`config.mk`:
```
export PLATFORM = sky130hd
export DESIGN_NAME = frame_indexed_jitter_buffer
export DESIGN_NICKNAME = d
export VERILOG_FILES = /design/src/rtl/fijb_pkg.sv /design/src/rtl/fijb_store.sv /design/src/rtl/frame_indexed_jitter_buffer.sv
export SDC_FILE = /design/constraint.sdc
export NUM_CORES = 1
export LEC_CHECK = 0
export BUFFER_PORTS_ARGS = -buffer_cell sky130_fd_sc_hd__clkbuf_2
export CAP_MARGIN = 20
export CORE_MARGIN = 10
export CORE_UTILIZATION = 41
export DETAILED_ROUTE_END_ITERATION = 16
export PLACE_DENSITY = 0.54
export RECOVER_POWER = 100
export REMOVE_ABC_BUFFERS = 1
export SETUP_SLACK_MARGIN = 0.4
export SKIP_CTS_REPAIR_TIMING = 1
export SLEW_MARGIN = 5
export SYNTH_ARGS = -nofsm -noshare
export SYNTH_HDL_FRONTEND = slang
export SYNTH_HIERARCHICAL = 1
export SYNTH_SLANG_ARGS = --single-unit
```
`constraint.sdc`:
```
create_clock -name clk -period 7.8 [get_ports clk]
set_clock_uncertainty 0.05 [all_clocks]
set_input_delay 0 -clock clk [delete_from_list [all_inputs] [get_ports clk]]
set_output_delay 0 -clock clk [all_outputs]
set_load 0.03 [all_outputs]
```
`src/rtl/fijb_pkg.sv`:
```
// shared types and constants for the frame indexed jitter buffer
package fijb_pkg;

  localparam int DEPTH_DEFAULT = 16;

  localparam int FRAME_W = 16;
  localparam int ANGLE_W = 8;
  localparam int SPEED_W = 8;
  localparam int ACTION_W = 2;
  localparam int KIND_W = 2;

  // transaction kinds
  localparam logic [KIND_W-1:0] KIND_PUT = 2'd0;
  localparam logic [KIND_W-1:0] KIND_TAKE = 2'd1;
  localparam logic [KIND_W-1:0] KIND_FIND = 2'd2;

  localparam logic [ANGLE_W-1:0] HELD_ANGLE_RESET = 8'd128;

  typedef struct packed {
    logic [ACTION_W-1:0] action;
    logic [SPEED_W-1:0] speed;
    logic [ANGLE_W-1:0] angle;
  } rec_t;

  typedef enum logic [2:0] {
    ST_EXACT = 3'd0,
    ST_PREV = 3'd1,
    ST_HELD = 3'd2,
    ST_PUT_OK = 3'd3,
    ST_PUT_DROP = 3'd4
  } status_t;

endpackage

```
`src/rtl/fijb_store.sv`:
```
// record memory: one write port, one read port, registered read data
module fijb_store import fijb_pkg::*; #(
  parameter int DEPTH = DEPTH_DEFAULT
) (
  input  logic                     clk,
  input  logic                     wr_en,
  input  logic [$clog2(DEPTH)-1:0] wr_addr,
  input  rec_t                     wr_data,
  input  logic                     rd_en,
  input  logic [$clog2(DEPTH)-1:0] rd_addr,
  output rec_t                     rd_data
);

  rec_t mem [DEPTH];

  always_ff @(posedge clk) begin
    if (wr_en) begin
      mem[wr_addr] <= wr_data;
    end
  end

  always_ff @(posedge clk) begin
    if (rd_en) begin
      rd_data <= mem[rd_addr];
    end
  end

endmodule

```
`src/rtl/frame_indexed_jitter_buffer.sv`:
```
// top level of the frame indexed jitter buffer
//
// A circular buffer of control records (angle, speed, action) covering a run
// of consecutive 16-bit frame numbers that wrap. A transaction is accepted
// when start is high and busy is low; busy is high for the following cycle
// while the record memory is read or written and the pointers move, and in
// the cycle after that done is high for exactly one cycle with the result on
// out_angle, out_speed, out_action and status. A new transaction may be
// accepted at the edge that ends the done cycle, but none while busy is high,
// since the single access to the record memory has registered read data.
// The receiver cannot stall: a result must be taken in its done cycle. A
// put appends only when its frame follows the last buffered frame and the
// buffer is not full (an empty buffer takes any frame); a take pops up to
// and including the requested frame, and a miss empties the buffer and
// falls back to the previous frame's record or the held record. A find
// looks up without changing anything. There is no clearing pass; reset is
// immediate.
module frame_indexed_jitter_buffer import fijb_pkg::*; #(
  parameter int DEPTH = DEPTH_DEFAULT
) (
  input  logic                clk,
  input  logic                rst,
  input  logic                start,
  output logic                busy,
  input  logic [KIND_W-1:0]   kind,
  input  logic [FRAME_W-1:0]  req_frame,
  input  logic [ANGLE_W-1:0]  angle,
  input  logic [SPEED_W-1:0]  speed,
  input  logic [ACTION_W-1:0] action,
  output logic                done,
  output logic [ANGLE_W-1:0]  out_angle,
  output logic [SPEED_W-1:0]  out_speed,
  output logic [ACTION_W-1:0] out_action,
  output logic [2:0]          status
);

  localparam int PTR_W = $clog2(DEPTH);
  localparam int CNT_W = $clog2(DEPTH + 1);
  localparam int SUM_W = CNT_W + 1;

  // where the returned record comes from in the done cycle
  typedef enum logic [1:0] {
    SRC_ZERO,
    SRC_MEM,
    SRC_HELD
  } src_t;

  // slot of the entry a given offset past the head, modulo the depth
  function automatic logic [PTR_W-1:0] slot_at(logic [PTR_W-1:0] base,
                                               logic [CNT_W-1:0] ofs);
    logic [SUM_W-1:0] sum;
    sum = SUM_W'(base) + SUM_W'(ofs);
    if (sum >= SUM_W'(DEPTH)) begin
      sum = sum - SUM_W'(DEPTH);
    end
    return sum[PTR_W-1:0];
  endfunction

  // buffer state
  logic [PTR_W-1:0]   head;
  logic [CNT_W-1:0]   count;
  logic [FRAME_W-1:0] first_frame;
  rec_t               held;

  // captured transaction
  logic [KIND_W-1:0]  kind_q;
  logic [FRAME_W-1:0] frame_q;
  rec_t               rec_q;

  // result staging
  status_t            status_q;
  src_t               src_q;
  logic               take_q;

  // memory access
  logic               mem_we;
  logic               mem_re;
  logic [PTR_W-1:0]   wr_slot;
  logic [PTR_W-1:0]   rd_slot;
  rec_t               rd_data;
  rec_t               rec_out;

  // lookup decode during the busy cycle
  logic               accept;
  logic [FRAME_W-1:0] off;
  logic [CNT_W-1:0]   off_c;
  logic [CNT_W-1:0]   off_inc;
  logic [CNT_W-1:0]   pop_n;
  logic [PTR_W-1:0]   head_pop;
  logic               hit;
  logic               prev;
  logic               is_put;
  logic               is_take;
  logic               put_ok;

  assign accept = start && !busy;

  always_comb begin
    off     = frame_q - first_frame;
    hit     = off < FRAME_W'(count);
    // a miss can still find the previous frame only as the last entry
    prev    = (count != '0) && (off == FRAME_W'(count));
    is_put  = kind_q == KIND_PUT;
    is_take = kind_q == KIND_TAKE;
    // empty buffer starts a new run at any frame
    put_ok  = (count == '0) ||
              (((first_frame + FRAME_W'(count)) == frame_q) &&
               (count < CNT_W'(DEPTH)));
    off_c   = off[CNT_W-1:0];
    off_inc = off_c + CNT_W'(1);
    pop_n   = hit ? off_inc : count;
    head_pop = slot_at(head, pop_n);
    wr_slot = slot_at(head, count);
    rd_slot = slot_at(head, hit ? off_c : (count - CNT_W'(1)));
    mem_we  = busy && is_put && put_ok;
    mem_re  = busy && !is_put && (hit || prev);
  end

  fijb_store #(
    .DEPTH(DEPTH)
  ) u_store (
    .clk    (clk),
    .wr_en  (mem_we),
    .wr_addr(wr_slot),
    .wr_data(rec_q),
    .rd_en  (mem_re),
    .rd_addr(rd_slot),
    .rd_data(rd_data)
  );

  // transaction capture, no reset needed
  always_ff @(posedge clk) begin
    if (accept) begin
      kind_q  <= kind;
      frame_q <= req_frame;
      rec_q   <= '{action: action, speed: speed, angle: angle};
    end
  end

  // result payload staging
  always_ff @(posedge clk) begin
    if (busy) begin
      if (is_put) begin
        status_q <= put_ok ? ST_PUT_OK : ST_PUT_DROP;
        src_q    <= SRC_ZERO;
      end else begin
        status_q <= hit ? ST_EXACT : (prev ? ST_PREV : ST_HELD);
        src_q    <= (hit || prev) ? SRC_MEM : SRC_HELD;
      end
    end
  end

  // control and buffer state
  always_ff @(posedge clk) begin
    if (rst) begin
      busy        <= 1'b0;
      done        <= 1'b0;
      take_q      <= 1'b0;
      head        <= '0;
      count       <= '0;
      first_frame <= '0;
      held        <= '{action: '0, speed: '0, angle: HELD_ANGLE_RESET};
    end else begin
      busy <= accept;
      done <= busy;
      if (busy) begin
        take_q <= !is_put && is_take;
        if (is_put) begin
          if (put_ok) begin
            count <= count + CNT_W'(1);
            if (count == '0) begin
              first_frame <= frame_q;
            end
          end
        end else if (is_take) begin
          // pop through the requested frame, or empty on a miss
          head        <= head_pop;
          count       <= hit ? (count - off_inc) : '0;
          first_frame <= first_frame + FRAME_W'(pop_n);
        end
      end
      // held record follows every take once the read data is back
      if (done && take_q) begin
        held <= rec_out;
      end
    end
  end

  always_comb begin
    case (src_q)
      SRC_MEM:  rec_out = rd_data;
      SRC_HELD: rec_out = held;
      default:  rec_out = '0;
    endcase
  end

  assign out_angle  = rec_out.angle;
  assign out_speed  = rec_out.speed;
  assign out_action = rec_out.action;
  assign status     = status_q;

endmodule

```
==> key figures, run 1 <==
Clock tree
  – H-tree Lvls: 2
  – Number of CTS-inserted buffers: 42
  – Root Driver: clkbuf_16
  – Clock-pin transition on the worst setup and hold timing paths: 60 ps
  – Clock Latency Late Sink: 570 ps
  – Clock Sink Count: 393
  – CTS tree: done
  – CTS max path bufs: 3

GRT
  – Largest net degree at the start of global routing: 47
  – Initial antenna violation count: 0
  – Global route overflow: 0
  – Global-route wire length before repair: 66.0 mm
  – Via count of the first global-routing pass: 10400
  – Gr usage total: 0.167

Worst setup path
  – CP Class: reg2reg
  – Reg-to-reg setup timing slack: 1180 ps
  – Critical-path maximum fanout: 40
  – WP data arrival: 6900 ps
  – CP required: 8080 ps
  – Startpoint Class: register
  – Crit. End Element: register
  – RR Endpoint: u_store/rd_data[17]
  – Worst R2R Start: frame_q[0]
  – R2R depth: 22

Timing
  – Fin Hold WS: 19.0 ps
  – Worst Max-Slew Pin Slew: 2790 ps
  – Tcrit/Tclk final: 0.849
  – RSZ-0062 raised after global routing: no
  – Pins over their slew limit: 285
  – Fin Setup TNS: 0 ps
  – Final Hold Vio Count: 0
  – Min Tclk post-route: 6620 ps
  – Fmax: 151 MHz
  – Slew margin rel.: -0.859
  – Final setup viols: 0

Power and ir drop
  – Power Density: 232 mW/mm^2
  – Leakage: 6.94 nW
  – Total design power: 4.74 mW
  – Peak supply drop: 176 uV

Placement
  – GPL Wtd Cong: 0.793
  – Buffers on Ports: 61
  – Dpl cell area: 0.0188 mm^2
  – Post-DP HPWL: 25.7 mm

Detailed routing
  – Routed vias/inst: 5.57
  – WL/cell: 23.4 um
  – Routed Antenna Nets: 0
  – DR iter-0 viols: 742
  – Pre-Repair DR Iteration Count: 6
  – Vias post-DR: 10600
  – Routed wire length: 44.7 mm
  – # DRC: 0

Floorplan
  – Die Area: 0.0521 mm^2
  – Die Ht: 228 um
  – FP Rows: 76
  – I/O pin cnt: 62
  – Core Area: 0.0430 mm^2
  – Initial core utilization: 0.413
  – Die width: 228 um

Yosys
  – Gate Count Post-Synth: 1193
  – Unique cell type count in the Yosys netlist: 86
  – YS warnings: 6
  – Mapped Area: 0.0178 mm^2
  – Ys flop type: edfxtp_1
  – Mean area per synthesized cell: 14.9 um^2
  – Post-synth EDFFs: 347
  – Yosys reg bits: 393
  – Sequential-to-total area share from yosys stat: 0.638
  – Async S/R FF share, synth: 0

Final layout
  – Filler Cells Inserted: 3790
  – Synth-to-Final Area Change: 14.7%
  – Diode count: 0
  – Layout cells sized above 1: 0.140
  – Nets@finish: 1386
  – Post-route cell area: 0.0204 mm^2

Flow run
  – Max-Cap Viols: 14

Hold path
  – WHS Endpoint: first_frame[8]
  – Hold path start: rst
  – Hold Path Class: in2reg
  – Hold Crit Depth: 3

Run status
  – Status: finished, violations left
  – Failing checks: max-capacitance violations, max-slew violations
==> cells in the final DEF (no fill, tap or decap), drive strengths merged, types with 15 or more instances in the layout <==
| master | count |
|---|---|
| clkbuf | 131 |
| clkinv | 15 |
| o21ai | 24 |
| dlygate4sd3 | 36 |
| mux4 | 72 |
| nand2 | 110 |
| inv | 45 |
| nand3 | 25 |
| nor2 | 69 |
| xnor2 | 26 |
| dfxtp | 46 |
| xor2 | 17 |
| a22oi | 65 |
| edfxtp | 347 |
| a21o | 22 |
| a21oi | 52 |
| ha | 50 |
==> routing by layer <==
| metal | GRT usage | up-vias | routed length [um] |
|---|---|---|---|
| met5 | 0 | - | 0 |
| met4 | 0.0506 | 0 | 1050 |
| met3 | 0.0249 | 67 | 2090 |
| met2 | 0.274 | 282 | 21300 |
| met1 | 0.225 | 5422 | 20200 |
| li1 | - | 4870 | - |
==> critical path: stages (launching register included) <==
cell and delay [ps]:
edfxtp_1 430, inv_1 90, ha_1 160, inv_1 60
fa_1 420, a211oi_1 380, o21ai_0 330, a311o_1 470
a2111oi_4 370, a21boi_0 370, nand4_4 190, nor2_4 430
nor2_1 80, a21o_1 220, inv_2 80, ha_4 120
inv_1 40, fa_1 450, inv_2 630, buf_12 340
mux4_2 350, a22oi_1 220, nand2_1 70
==> through the flow <==
step | utilization | instances | setup WS [ps]
after floorplan | - | 1132 | 869
after global placement | 0.437 | 1794 | 1680
after detailed placement | 0.437 | 1794 | 1610
after CTS | 0.469 | 1872 | 1600
after global routing | 0.474 | 1909 | 744
final | 0.474 | 1909 | 1180
==> registers in the layout, indices dropped and copies added (netlist names) <==
signal           cells
u_store/rd_data     18
first_frame         16
done                 1
frame_q             16
status               3
count                5
held                18
kind_q               2
rec_q               18
src_q                2
take_q               1
busy                 1
u_store/mem        288
head                 4
==> synthesized netlist by cell type (10+ instances only) <==
cell type  count  area share
o31ai_1       12      0.0051
nand3_1       25      0.0070
buf_6         10      0.0063
nand2_1      110       0.023
dfxtp_1       46       0.052
ha_1          50       0.035
xor2_1        16      0.0079
a21o_1        21      0.0089
nor2_1        68       0.014
a22oi_1       65       0.027
clkbuf_1      36      0.0076
xnor2_1       26       0.013
inv_1         42      0.0089
edfxtp_1     347        0.59
nor2b_1       11      0.0039
a21oi_1       51       0.014
mux4_1        22       0.033
nor3_1        13      0.0037
o21ai_0       17      0.0048
mux4_2        50       0.063
==> how the worst max path moves through the flow <==
stage	start	to	slack, ps	depth (start not counted)
after CTS	frame_q[0]	u_store/rd_data[12]	1600	22
after floorplan	frame_q[0]	u_store/rd_data[10]	870	17
after global placement	frame_q[0]	u_store/rd_data[17]	1680	22
after detailed placement	frame_q[0]	u_store/rd_data[12]	1610	22
after global routing	frame_q[0]	u_store/rd_data[6]	740	21
final	frame_q[0]	u_store/rd_data[17]	1180	22
==> layout make-up <==
class                           count  area [um^2]  area share
Clock inverter                     18          174     0.00853
Sequential cell                   393        11300       0.556
Multi-Input combinational cell    695         5980       0.293
Clock buffer                       60         1220      0.0598
Tap cell                          585          732      0.0359
Inverter                           44          165     0.00810
Timing Repair Buffer              114          773      0.0379
==> power by group <==
part	internal, mW	total, mW	switching (mW)
clock network	1.16	1.99	0.830
logic	0.155	0.389	0.234
registers	2.32	2.36	0.0360
==> cells by family (layout without fill, tap and decap cells) <==
logic type / after synthesis / after routing / share of synthesized area
flip-flops: 393 / 393 / 0.638
AND/OR/NAND/NOR: 283 / 283 / 0.0757
AO/OA/AOI/OAI: 233 / 233 / 0.0935
buffers and inverters: 105 / 236 / 0.0277
multiplexers: 79 / 79 / 0.100
adder cells (fa/ha/maj): 57 / 57 / 0.0431
XOR/XNOR: 43 / 43 / 0.0216
No activity file was read; power rests on OpenSTA's default activity.
==> run 2: changes to the inputs <==
==> constraint.sdc (replaced) <==
create_clock -name clk -period 6.6 [get_ports clk]
set_clock_uncertainty 0.05 [all_clocks]
set_input_delay 0 -clock clk [delete_from_list [all_inputs] [get_ports clk]]
set_output_delay 0 -clock clk [all_outputs]
set_load 0.03 [all_outputs]
==> key figures, run 2 (synthesized netlist as in run 1, its figures left out) <==
Run status
  – Status: finished, violations left (unchanged)
  – Failing checks: max-capacitance violations, max-slew violations (unchanged)

Worst setup path
  – Critical-path maximum fanout: 13 (was 40)
  – WP data arrival: 6370 ps (was 6900 ps)
  – CP Class: reg2reg (unchanged)
  – Crit. End Element: register (unchanged)
  – Startpoint Class: register (unchanged)
  – CP required: 6980 ps (was 8080 ps)

Placement
  – Buffers on Ports: 61 (unchanged)
  – Placed Cells: 1813 (was 1794)
  – GPL Wtd Cong: 0.830 (was 0.793)
  – Post-DP HPWL: 27.4 mm (was 25.7 mm)
  – Pre-CTS setup slack: 659 ps (was 1610 ps)
  – Dpl cell area: 0.0189 mm^2 (was 0.0188 mm^2)

Clock tree
  – Clock Sink Count: 393 (unchanged)
  – H-tree Lvls: 2 (unchanged)
  – CTS max path bufs: 3 (unchanged)
  – CTS tree: done (unchanged)
  – Clock-pin transition on the worst setup and hold timing paths: 60 ps (about the same)
  – Root Driver: clkbuf_16 (unchanged)
  – Clock Latency Late Sink: 570 ps (about the same)
  – Number of CTS-inserted buffers: 41 (was 42)

Timing
  – Pins over their slew limit: 197 (was 285)
  – Final setup viols: 0 (unchanged)
  – Tcrit/Tclk final: 0.908 (was 0.849)
  – Worst Max-Slew Pin Slew: 2840 ps (was 2790 ps)
  – Fmax: 167 MHz (was 151 MHz)
  – Setup ws final: 609 ps (was 1180 ps)
  – RSZ-0062 raised after global routing: no (unchanged)
  – Final Hold Vio Count: 0 (unchanged)
  – Min Tclk post-route: 5990 ps (was 6620 ps)
  – Fin Setup TNS: 0 ps (unchanged)
  – Slew margin rel.: -0.891 (was -0.859)

Final layout
  – Max FFs per register: 288 (unchanged)
  – Layout cells sized above 1: 0.158 (was 0.140)
  – Largest Register: u_store/mem (unchanged)
  – Post-route cell area: 0.0205 mm^2 (was 0.0204 mm^2)
  – Most frequent cells in the layout: 347 x edfxtp_1, 110 x nand2_1, 65 x a22oi_1 (unchanged)
  – Nets@finish: 1409 (was 1386)
  – Diode count: 0 (unchanged)
  – Most common cell after layout, fill and taps aside: edfxtp_1 (unchanged)
  – Final non-filler cell total: 1930 (was 1909)
  – Synth-to-Final Area Change: 15.2% (was 14.7%)

Detailed routing
  – Routed wire length: 45.3 mm (was 44.7 mm)
  – DR iter-0 viols: 849 (was 742)
  – WL/cell: 23.5 um (was 23.4 um)
  – Vias post-DR: 10800 (was 10600)
  – Routed vias/inst: 5.59 (was 5.57)
  – # DRC: 0 (unchanged)
  – Pre-Repair DR Iteration Count: 5 (was 6)
  – Routed Antenna Nets: 0 (unchanged)

Floorplan
  – Core Area: 0.0430 mm^2 (unchanged)
  – Die Area: 0.0521 mm^2 (unchanged)
  – Initial core utilization: 0.413 (unchanged)
  – FP Rows: 76 (unchanged)
  – Die width: 228 um (unchanged)
  – Die Ht: 228 um (unchanged)
  – I/O pin cnt: 62 (unchanged)

Power and ir drop
  – Peak supply drop: 209 uV (was 176 uV)
  – Total design power: 5.50 mW (was 4.74 mW)
  – Leakage: 7.02 nW (was 6.94 nW)
  – Power Density: 268 mW/mm^2 (was 232 mW/mm^2)

GRT
  – Gr usage total: 0.170 (was 0.167)
  – Global-route wire length before repair: 67.5 mm (was 66.0 mm)
  – Via count of the first global-routing pass: 10400 (unchanged)
  – Largest net degree at the start of global routing: 47 (unchanged)
  – Global route overflow: 0 (unchanged)
  – Initial antenna violation count: 0 (unchanged)

Flow run
  – Max-Cap Viols: 10 (was 14)

Hold path
  – Hold Path Class: in2reg (unchanged)
[run 2: changes by cell type in the layout (fill, tap and decap cells not counted), moves of 3 or more]
cell | previous run | this run
buf_4 | 4 | 24
clkbuf_1 | 41 | 36
clkbuf_8 | 8 | 2
clkinv_2 | 5 | 9
nor2_2 | 4 | 9
nor2_4 | 4 | 1
[run 2: power by group]
group / switching (mW) / total, mW / internal, mW
clock: 0.987 / 2.24 / 1.26
sequential: 0.0416 / 2.78 / 2.74
combinational: 0.278 / 0.469 / 0.191
[run 2: final timing paths]
path,slack (ps),from,to,cells after the start
worst max-delay path,610,frame_q[0],u_store/rd_data[5],22
worst min-delay path,90,speed[5],rec_q[13],2
worst max register to register,610,frame_q[0],u_store/rd_data[5],22
worst min register to register,410,held[1],held[1],2
[run 2: cell type report]
type	instances	area (um^2)
Clock inverter	28	244
Multi-Input combinational cell	695	5970
Sequential cell	393	11300
Timing Repair Buffer	138	951
Fill cell	3816	22500
Clock buffer	47	1070
Tap cell	585	732
Inverter	44	165
[run 2: critical path: stages, from the launching register on]
cell	delay, ps
edfxtp_1	420
inv_1	80
ha_1	160
inv_1	50
fa_1	420
a211oi_1	470
o21ai_2	200
a311o_1	420
a2111oi_4	370
a21boi_2	260
nand4_4	160
nor2_4	170
buf_12	150
mux2_2	360
ha_1	270
a21o_1	180
a21oi_1	160
xnor2_1	100
xnor2_1	340
and2_1	590
buf_4	300
a22oi_1	90
nand2_1	70
[run 2: stage by stage]
step	hold slack, ps	util
after floorplan	12.4	-
after global placement	127	0.440
after detailed placement	129	0.440
after CTS	-482	0.470
after global routing	82.9	0.476
final	88.8	0.476
[run 2: metal layers]
metal  up-vias  GRT usage  routed length, um
li1       4911          -                  -
met2       316      0.279              22000
met3        62     0.0314               2590
met4         0     0.0469                925
met1      5502      0.229              19700
met5         -          0                  0
==> run 3: changes to the inputs <==
--- a/config.mk
+++ b/config.mk
@@ -5,6 +5,7 @@
 export SDC_FILE = /design/constraint.sdc
 export NUM_CORES = 1
 export LEC_CHECK = 0
+export ABC_AREA = 1
 export BUFFER_PORTS_ARGS = -buffer_cell sky130_fd_sc_hd__clkbuf_2
 export CAP_MARGIN = 20
 export CORE_MARGIN = 10
@@ -18,5 +19,4 @@
 export SLEW_MARGIN = 5
 export SYNTH_ARGS = -nofsm -noshare
 export SYNTH_HDL_FRONTEND = slang
-export SYNTH_HIERARCHICAL = 1
 export SYNTH_SLANG_ARGS = --single-unit
==> key figures, run 3 <==
Run status
  – Status: finished, violations left (unchanged)
  – Failing checks: max-capacitance violations, max-slew violations (unchanged)

Timing
  – Fin Hold WS: 89.4 ps (was 88.8 ps)
  – Min Tclk post-route: 5860 ps (was 5990 ps)
  – Final setup viols: 0 (unchanged)
  – Setup ws final: 736 ps (was 609 ps)
  – Fmax: 171 MHz (was 167 MHz)
  – Pins over their slew limit: 251 (was 197)
  – Worst Max-Slew Pin Slew: 2430 ps (was 2840 ps)
  – Slew margin rel.: -0.628 (was -0.891)
  – RSZ-0062 raised after global routing: no (unchanged)
  – Final Hold Vio Count: 0 (unchanged)
  – Fin Setup TNS: 0 ps (unchanged)
  – Tcrit/Tclk final: 0.888 (was 0.908)

Worst setup path
  – CP required: 6980 ps (about the same)
  – RR Endpoint: u_store.rd_data[11] (was u_store/rd_data[5])
  – R2R depth: 26 (was 22)
  – Startpoint Class: register (unchanged)
  – CP max stage delay: 490 ps (was 590 ps)
  – CP Class: reg2reg (unchanged)
  – WP data arrival: 6250 ps (was 6370 ps)
  – Reg-to-reg setup timing slack: 740 ps (was 610 ps)
  – Critical-path maximum fanout: 48 (was 13)
  – Crit path top cell by count: nand2_1
  – Crit. End Element: register (unchanged)
  – Crit path max-delay family: adder cells (was compound AO/OA/AOI/OAI gates)
  – Buf/Inv on CP: 5 (was 4)
  – Worst R2R Start: frame_q[2] (was frame_q[0])
  – Slowest cell on the critical path: inv_2 (was and2_1)

GRT
  – Global-route wire length before repair: 75.3 mm (was 67.5 mm)
  – Global route overflow: 0 (unchanged)
  – Initial antenna violation count: 0 (unchanged)
  – Via count of the first global-routing pass: 12600 (was 10400)
  – Largest net degree at the start of global routing: 145 (was 47)
  – Gr usage total: 0.183 (was 0.170)

Clock tree
  – Root Driver: clkbuf_16 (unchanged)
  – Clock Sink Count: 393 (unchanged)
  – Number of CTS-inserted buffers: 44 (was 41)
  – CTS tree: done (unchanged)
  – CTS max path bufs: 3 (unchanged)
  – Clock-pin transition on the worst setup and hold timing paths: 70 ps (was 60 ps)
  – Clock Latency Late Sink: 570 ps (about the same)
  – H-tree Lvls: 2 (unchanged)

Power and ir drop
  – Power Density: 283 mW/mm^2 (was 268 mW/mm^2)
  – Total design power: 6.02 mW (was 5.50 mW)
  – Leakage: 7.98 nW (was 7.02 nW)
  – Peak supply drop: 164 uV (was 209 uV)

Yosys
  – Post-synthesis mux area share: 0 (was 0.100)
  – Mean area per synthesized cell: 10.5 um^2 (was 14.9 um^2)
  – Ys flop type: edfxtp_1 (unchanged)
  – Post-synth EDFFs: 347 (unchanged)
  – Unique cell type count in the Yosys netlist: 48 (was 86)
  – Async S/R FF share, synth: 0 (unchanged)
  – Main combinational cell family by area after synthesis: simple AND/OR/NAND/NOR gates (was multiplexers)
  – Gate Count Post-Synth: 1742 (was 1193)
  – Simple-gate share of the synthesized area: 0.147 (was 0.0757)
  – Synth Area in Adders: 0.0417 (was 0.0431)
  – Post-synth top area cell: edfxtp_1 (unchanged)
  – Most common cell in the netlist: nand2_1 (was edfxtp_1)
  – Yosys reg bits: 393 (unchanged)
  – Ranking of synthesized cells by area: edfxtp_1 57%, nand2_1 8.1%, dfxtp_1 5.0%, o21ai_0 4.3%, ha_1 3.4% (was edfxtp_1 59%, mux4_2 6.3%, dfxtp_1 5.2%, ha_1 3.5%, mux4_1 3.3%)
  – Xor and xnor fraction of the mapped netlist area: 0.0259 (was 0.0216)
  – Sequential-to-total area share from yosys stat: 0.618 (was 0.638)
  – Mapped Area: 0.0184 mm^2 (was 0.0178 mm^2)
  – YS warnings: 0 (was 6)
  – Top cells by count, synth: 398 x nand2_1, 347 x edfxtp_1, 156 x o21ai_0 (was 347 x edfxtp_1, 110 x nand2_1, 68 x nor2_1)
  – Compound-gate portion of the synthesized area: 0.121 (was 0.0935)
  – Area share of the largest cell type after synthesis: 0.567 (was 0.586)

Detailed routing
  – WL/cell: 20.1 um (was 23.5 um)
  – Routed wire length: 49.7 mm (was 45.3 mm)
  – Routed vias/inst: 5.32 (was 5.59)
  – DR iter-0 viols: 1058 (was 849)
  – # DRC: 0 (unchanged)
  – Vias post-DR: 13100 (was 10800)
  – Pre-Repair DR Iteration Count: 6 (was 5)
  – Routed Antenna Nets: 0 (unchanged)

Floorplan
  – Die Area: 0.0537 mm^2 (was 0.0521 mm^2)
  – Die width: 232 um (was 228 um)
  – Initial core utilization: 0.415 (was 0.413)
  – FP Rows: 77 (was 76)
  – Core Area: 0.0442 mm^2 (was 0.0430 mm^2)
  – Die Ht: 232 um (was 228 um)
  – I/O pin cnt: 62 (unchanged)

Final layout
  – Max FFs per register: 288 (unchanged)
  – Post-route cell area: 0.0213 mm^2 (was 0.0205 mm^2)
  – Largest Register: u_store.mem (was u_store/mem)
  – Diode count: 0 (unchanged)
  – Layout cells sized above 1: 0.0954 (was 0.158)
  – Finished Core Util: 0.481 (was 0.476)
  – Most frequent cells in the layout: 398 x nand2_1, 347 x edfxtp_1, 156 x o21ai_0 (was 347 x edfxtp_1, 110 x nand2_1, 65 x a22oi_1)
  – Final non-filler cell total: 2469 (was 1930)
  – Synth-to-Final Area Change: 15.8% (was 15.2%)
  – Nets@finish: 1937 (was 1409)
  – Most common cell after layout, fill and taps aside: nand2_1 (was edfxtp_1)
  – Filler Cells Inserted: 4078 (was 3816)

Hold path
  – Hold Path Class: in2reg (unchanged)
  – Hold path start: req_frame[13] (was speed[5])
  – Hold Crit Depth: 2 (unchanged)
  – WHS Endpoint: frame_q[13] (was rec_q[13])

Placement
  – Dpl cell area: 0.0195 mm^2 (was 0.0189 mm^2)
  – Post-DP HPWL: 29.6 mm (was 27.4 mm)
  – Pre-CTS setup slack: 1010 ps (was 659 ps)
  – Placed Cells: 2346 (was 1813)
  – GPL Wtd Cong: 0.848 (was 0.830)
  – Buffers on Ports: 61 (unchanged)

Flow run
  – Max-Cap Viols: 14 (was 10)
[run 3: cell types whose count changed after synthesis, moves of 18 or more]
cell / delta
o21ai_0: +139
a21o_1: -21
nand2_2: +18
clkbuf_1: +36
a21oi_1: +53
mux4_1: -22
o22ai_1: +37
nor2_1: +60
a22oi_1: -65
inv_1: +94
mux4_2: -50
nand2_1: +288
a32o_1: +36
[run 3: power breakdown]
part           leakage (nW)  internal [mW]  switching, mW
Clock                 0.737           1.55           1.01
Combinational          3.72          0.236          0.434
Sequential             3.52           2.75         0.0449
Total                  7.98           4.53           1.49
[run 3: cell type report]
class | instances | area (um^2) | share of cell area
inverter | 150 | 566 | 0.0266
multi-input combinational | 1120 | 6200 | 0.291
timing repair buffer | 132 | 912 | 0.0429
sequential | 393 | 11300 | 0.533
clock buffer | 54 | 1180 | 0.0555
tap | 592 | 741 | 0.0348
clock inverter | 28 | 330 | 0.0155
[run 3: worst max path at each step]
stage                from             endpoint  slack [ps]  cells after the start
2_1_floorplan  frame_q[2]   u_store.rd_data[0]        -970                     25
4_1_cts        frame_q[2]   u_store.rd_data[3]         960                     26
3_5_place_dp   frame_q[2]   u_store.rd_data[3]        1010                     26
6_report       frame_q[2]  u_store.rd_data[11]         740                     26
5_1_grt        frame_q[2]  u_store.rd_data[11]         240                     26
3_3_place_gp   frame_q[2]   u_store.rd_data[3]        1140                     26
[run 3: cells by family (layout without fill, tap and decap cells)]
kind of cell / Yosys count / in the layout
and+or+nand+nor: 641 / 641
DFF: 393 / 393
AOI/OAI and AO/OA: 372 / 372
buffers and inverters: 229 / 364
adders and majority gates: 57 / 57
xor gates and xnor gates: 50 / 50
[run 3: routing by layer]
metal / up-vias / global-route usage / routed length [um]
li1: 6298 / - / -
met1: 6380 / 0.250 / 22900
met3: 69 / 0.0340 / 2980
met2: 394 / 0.290 / 22800
met5: - / 0 / 0
met4: 0 / 0.0551 / 1040
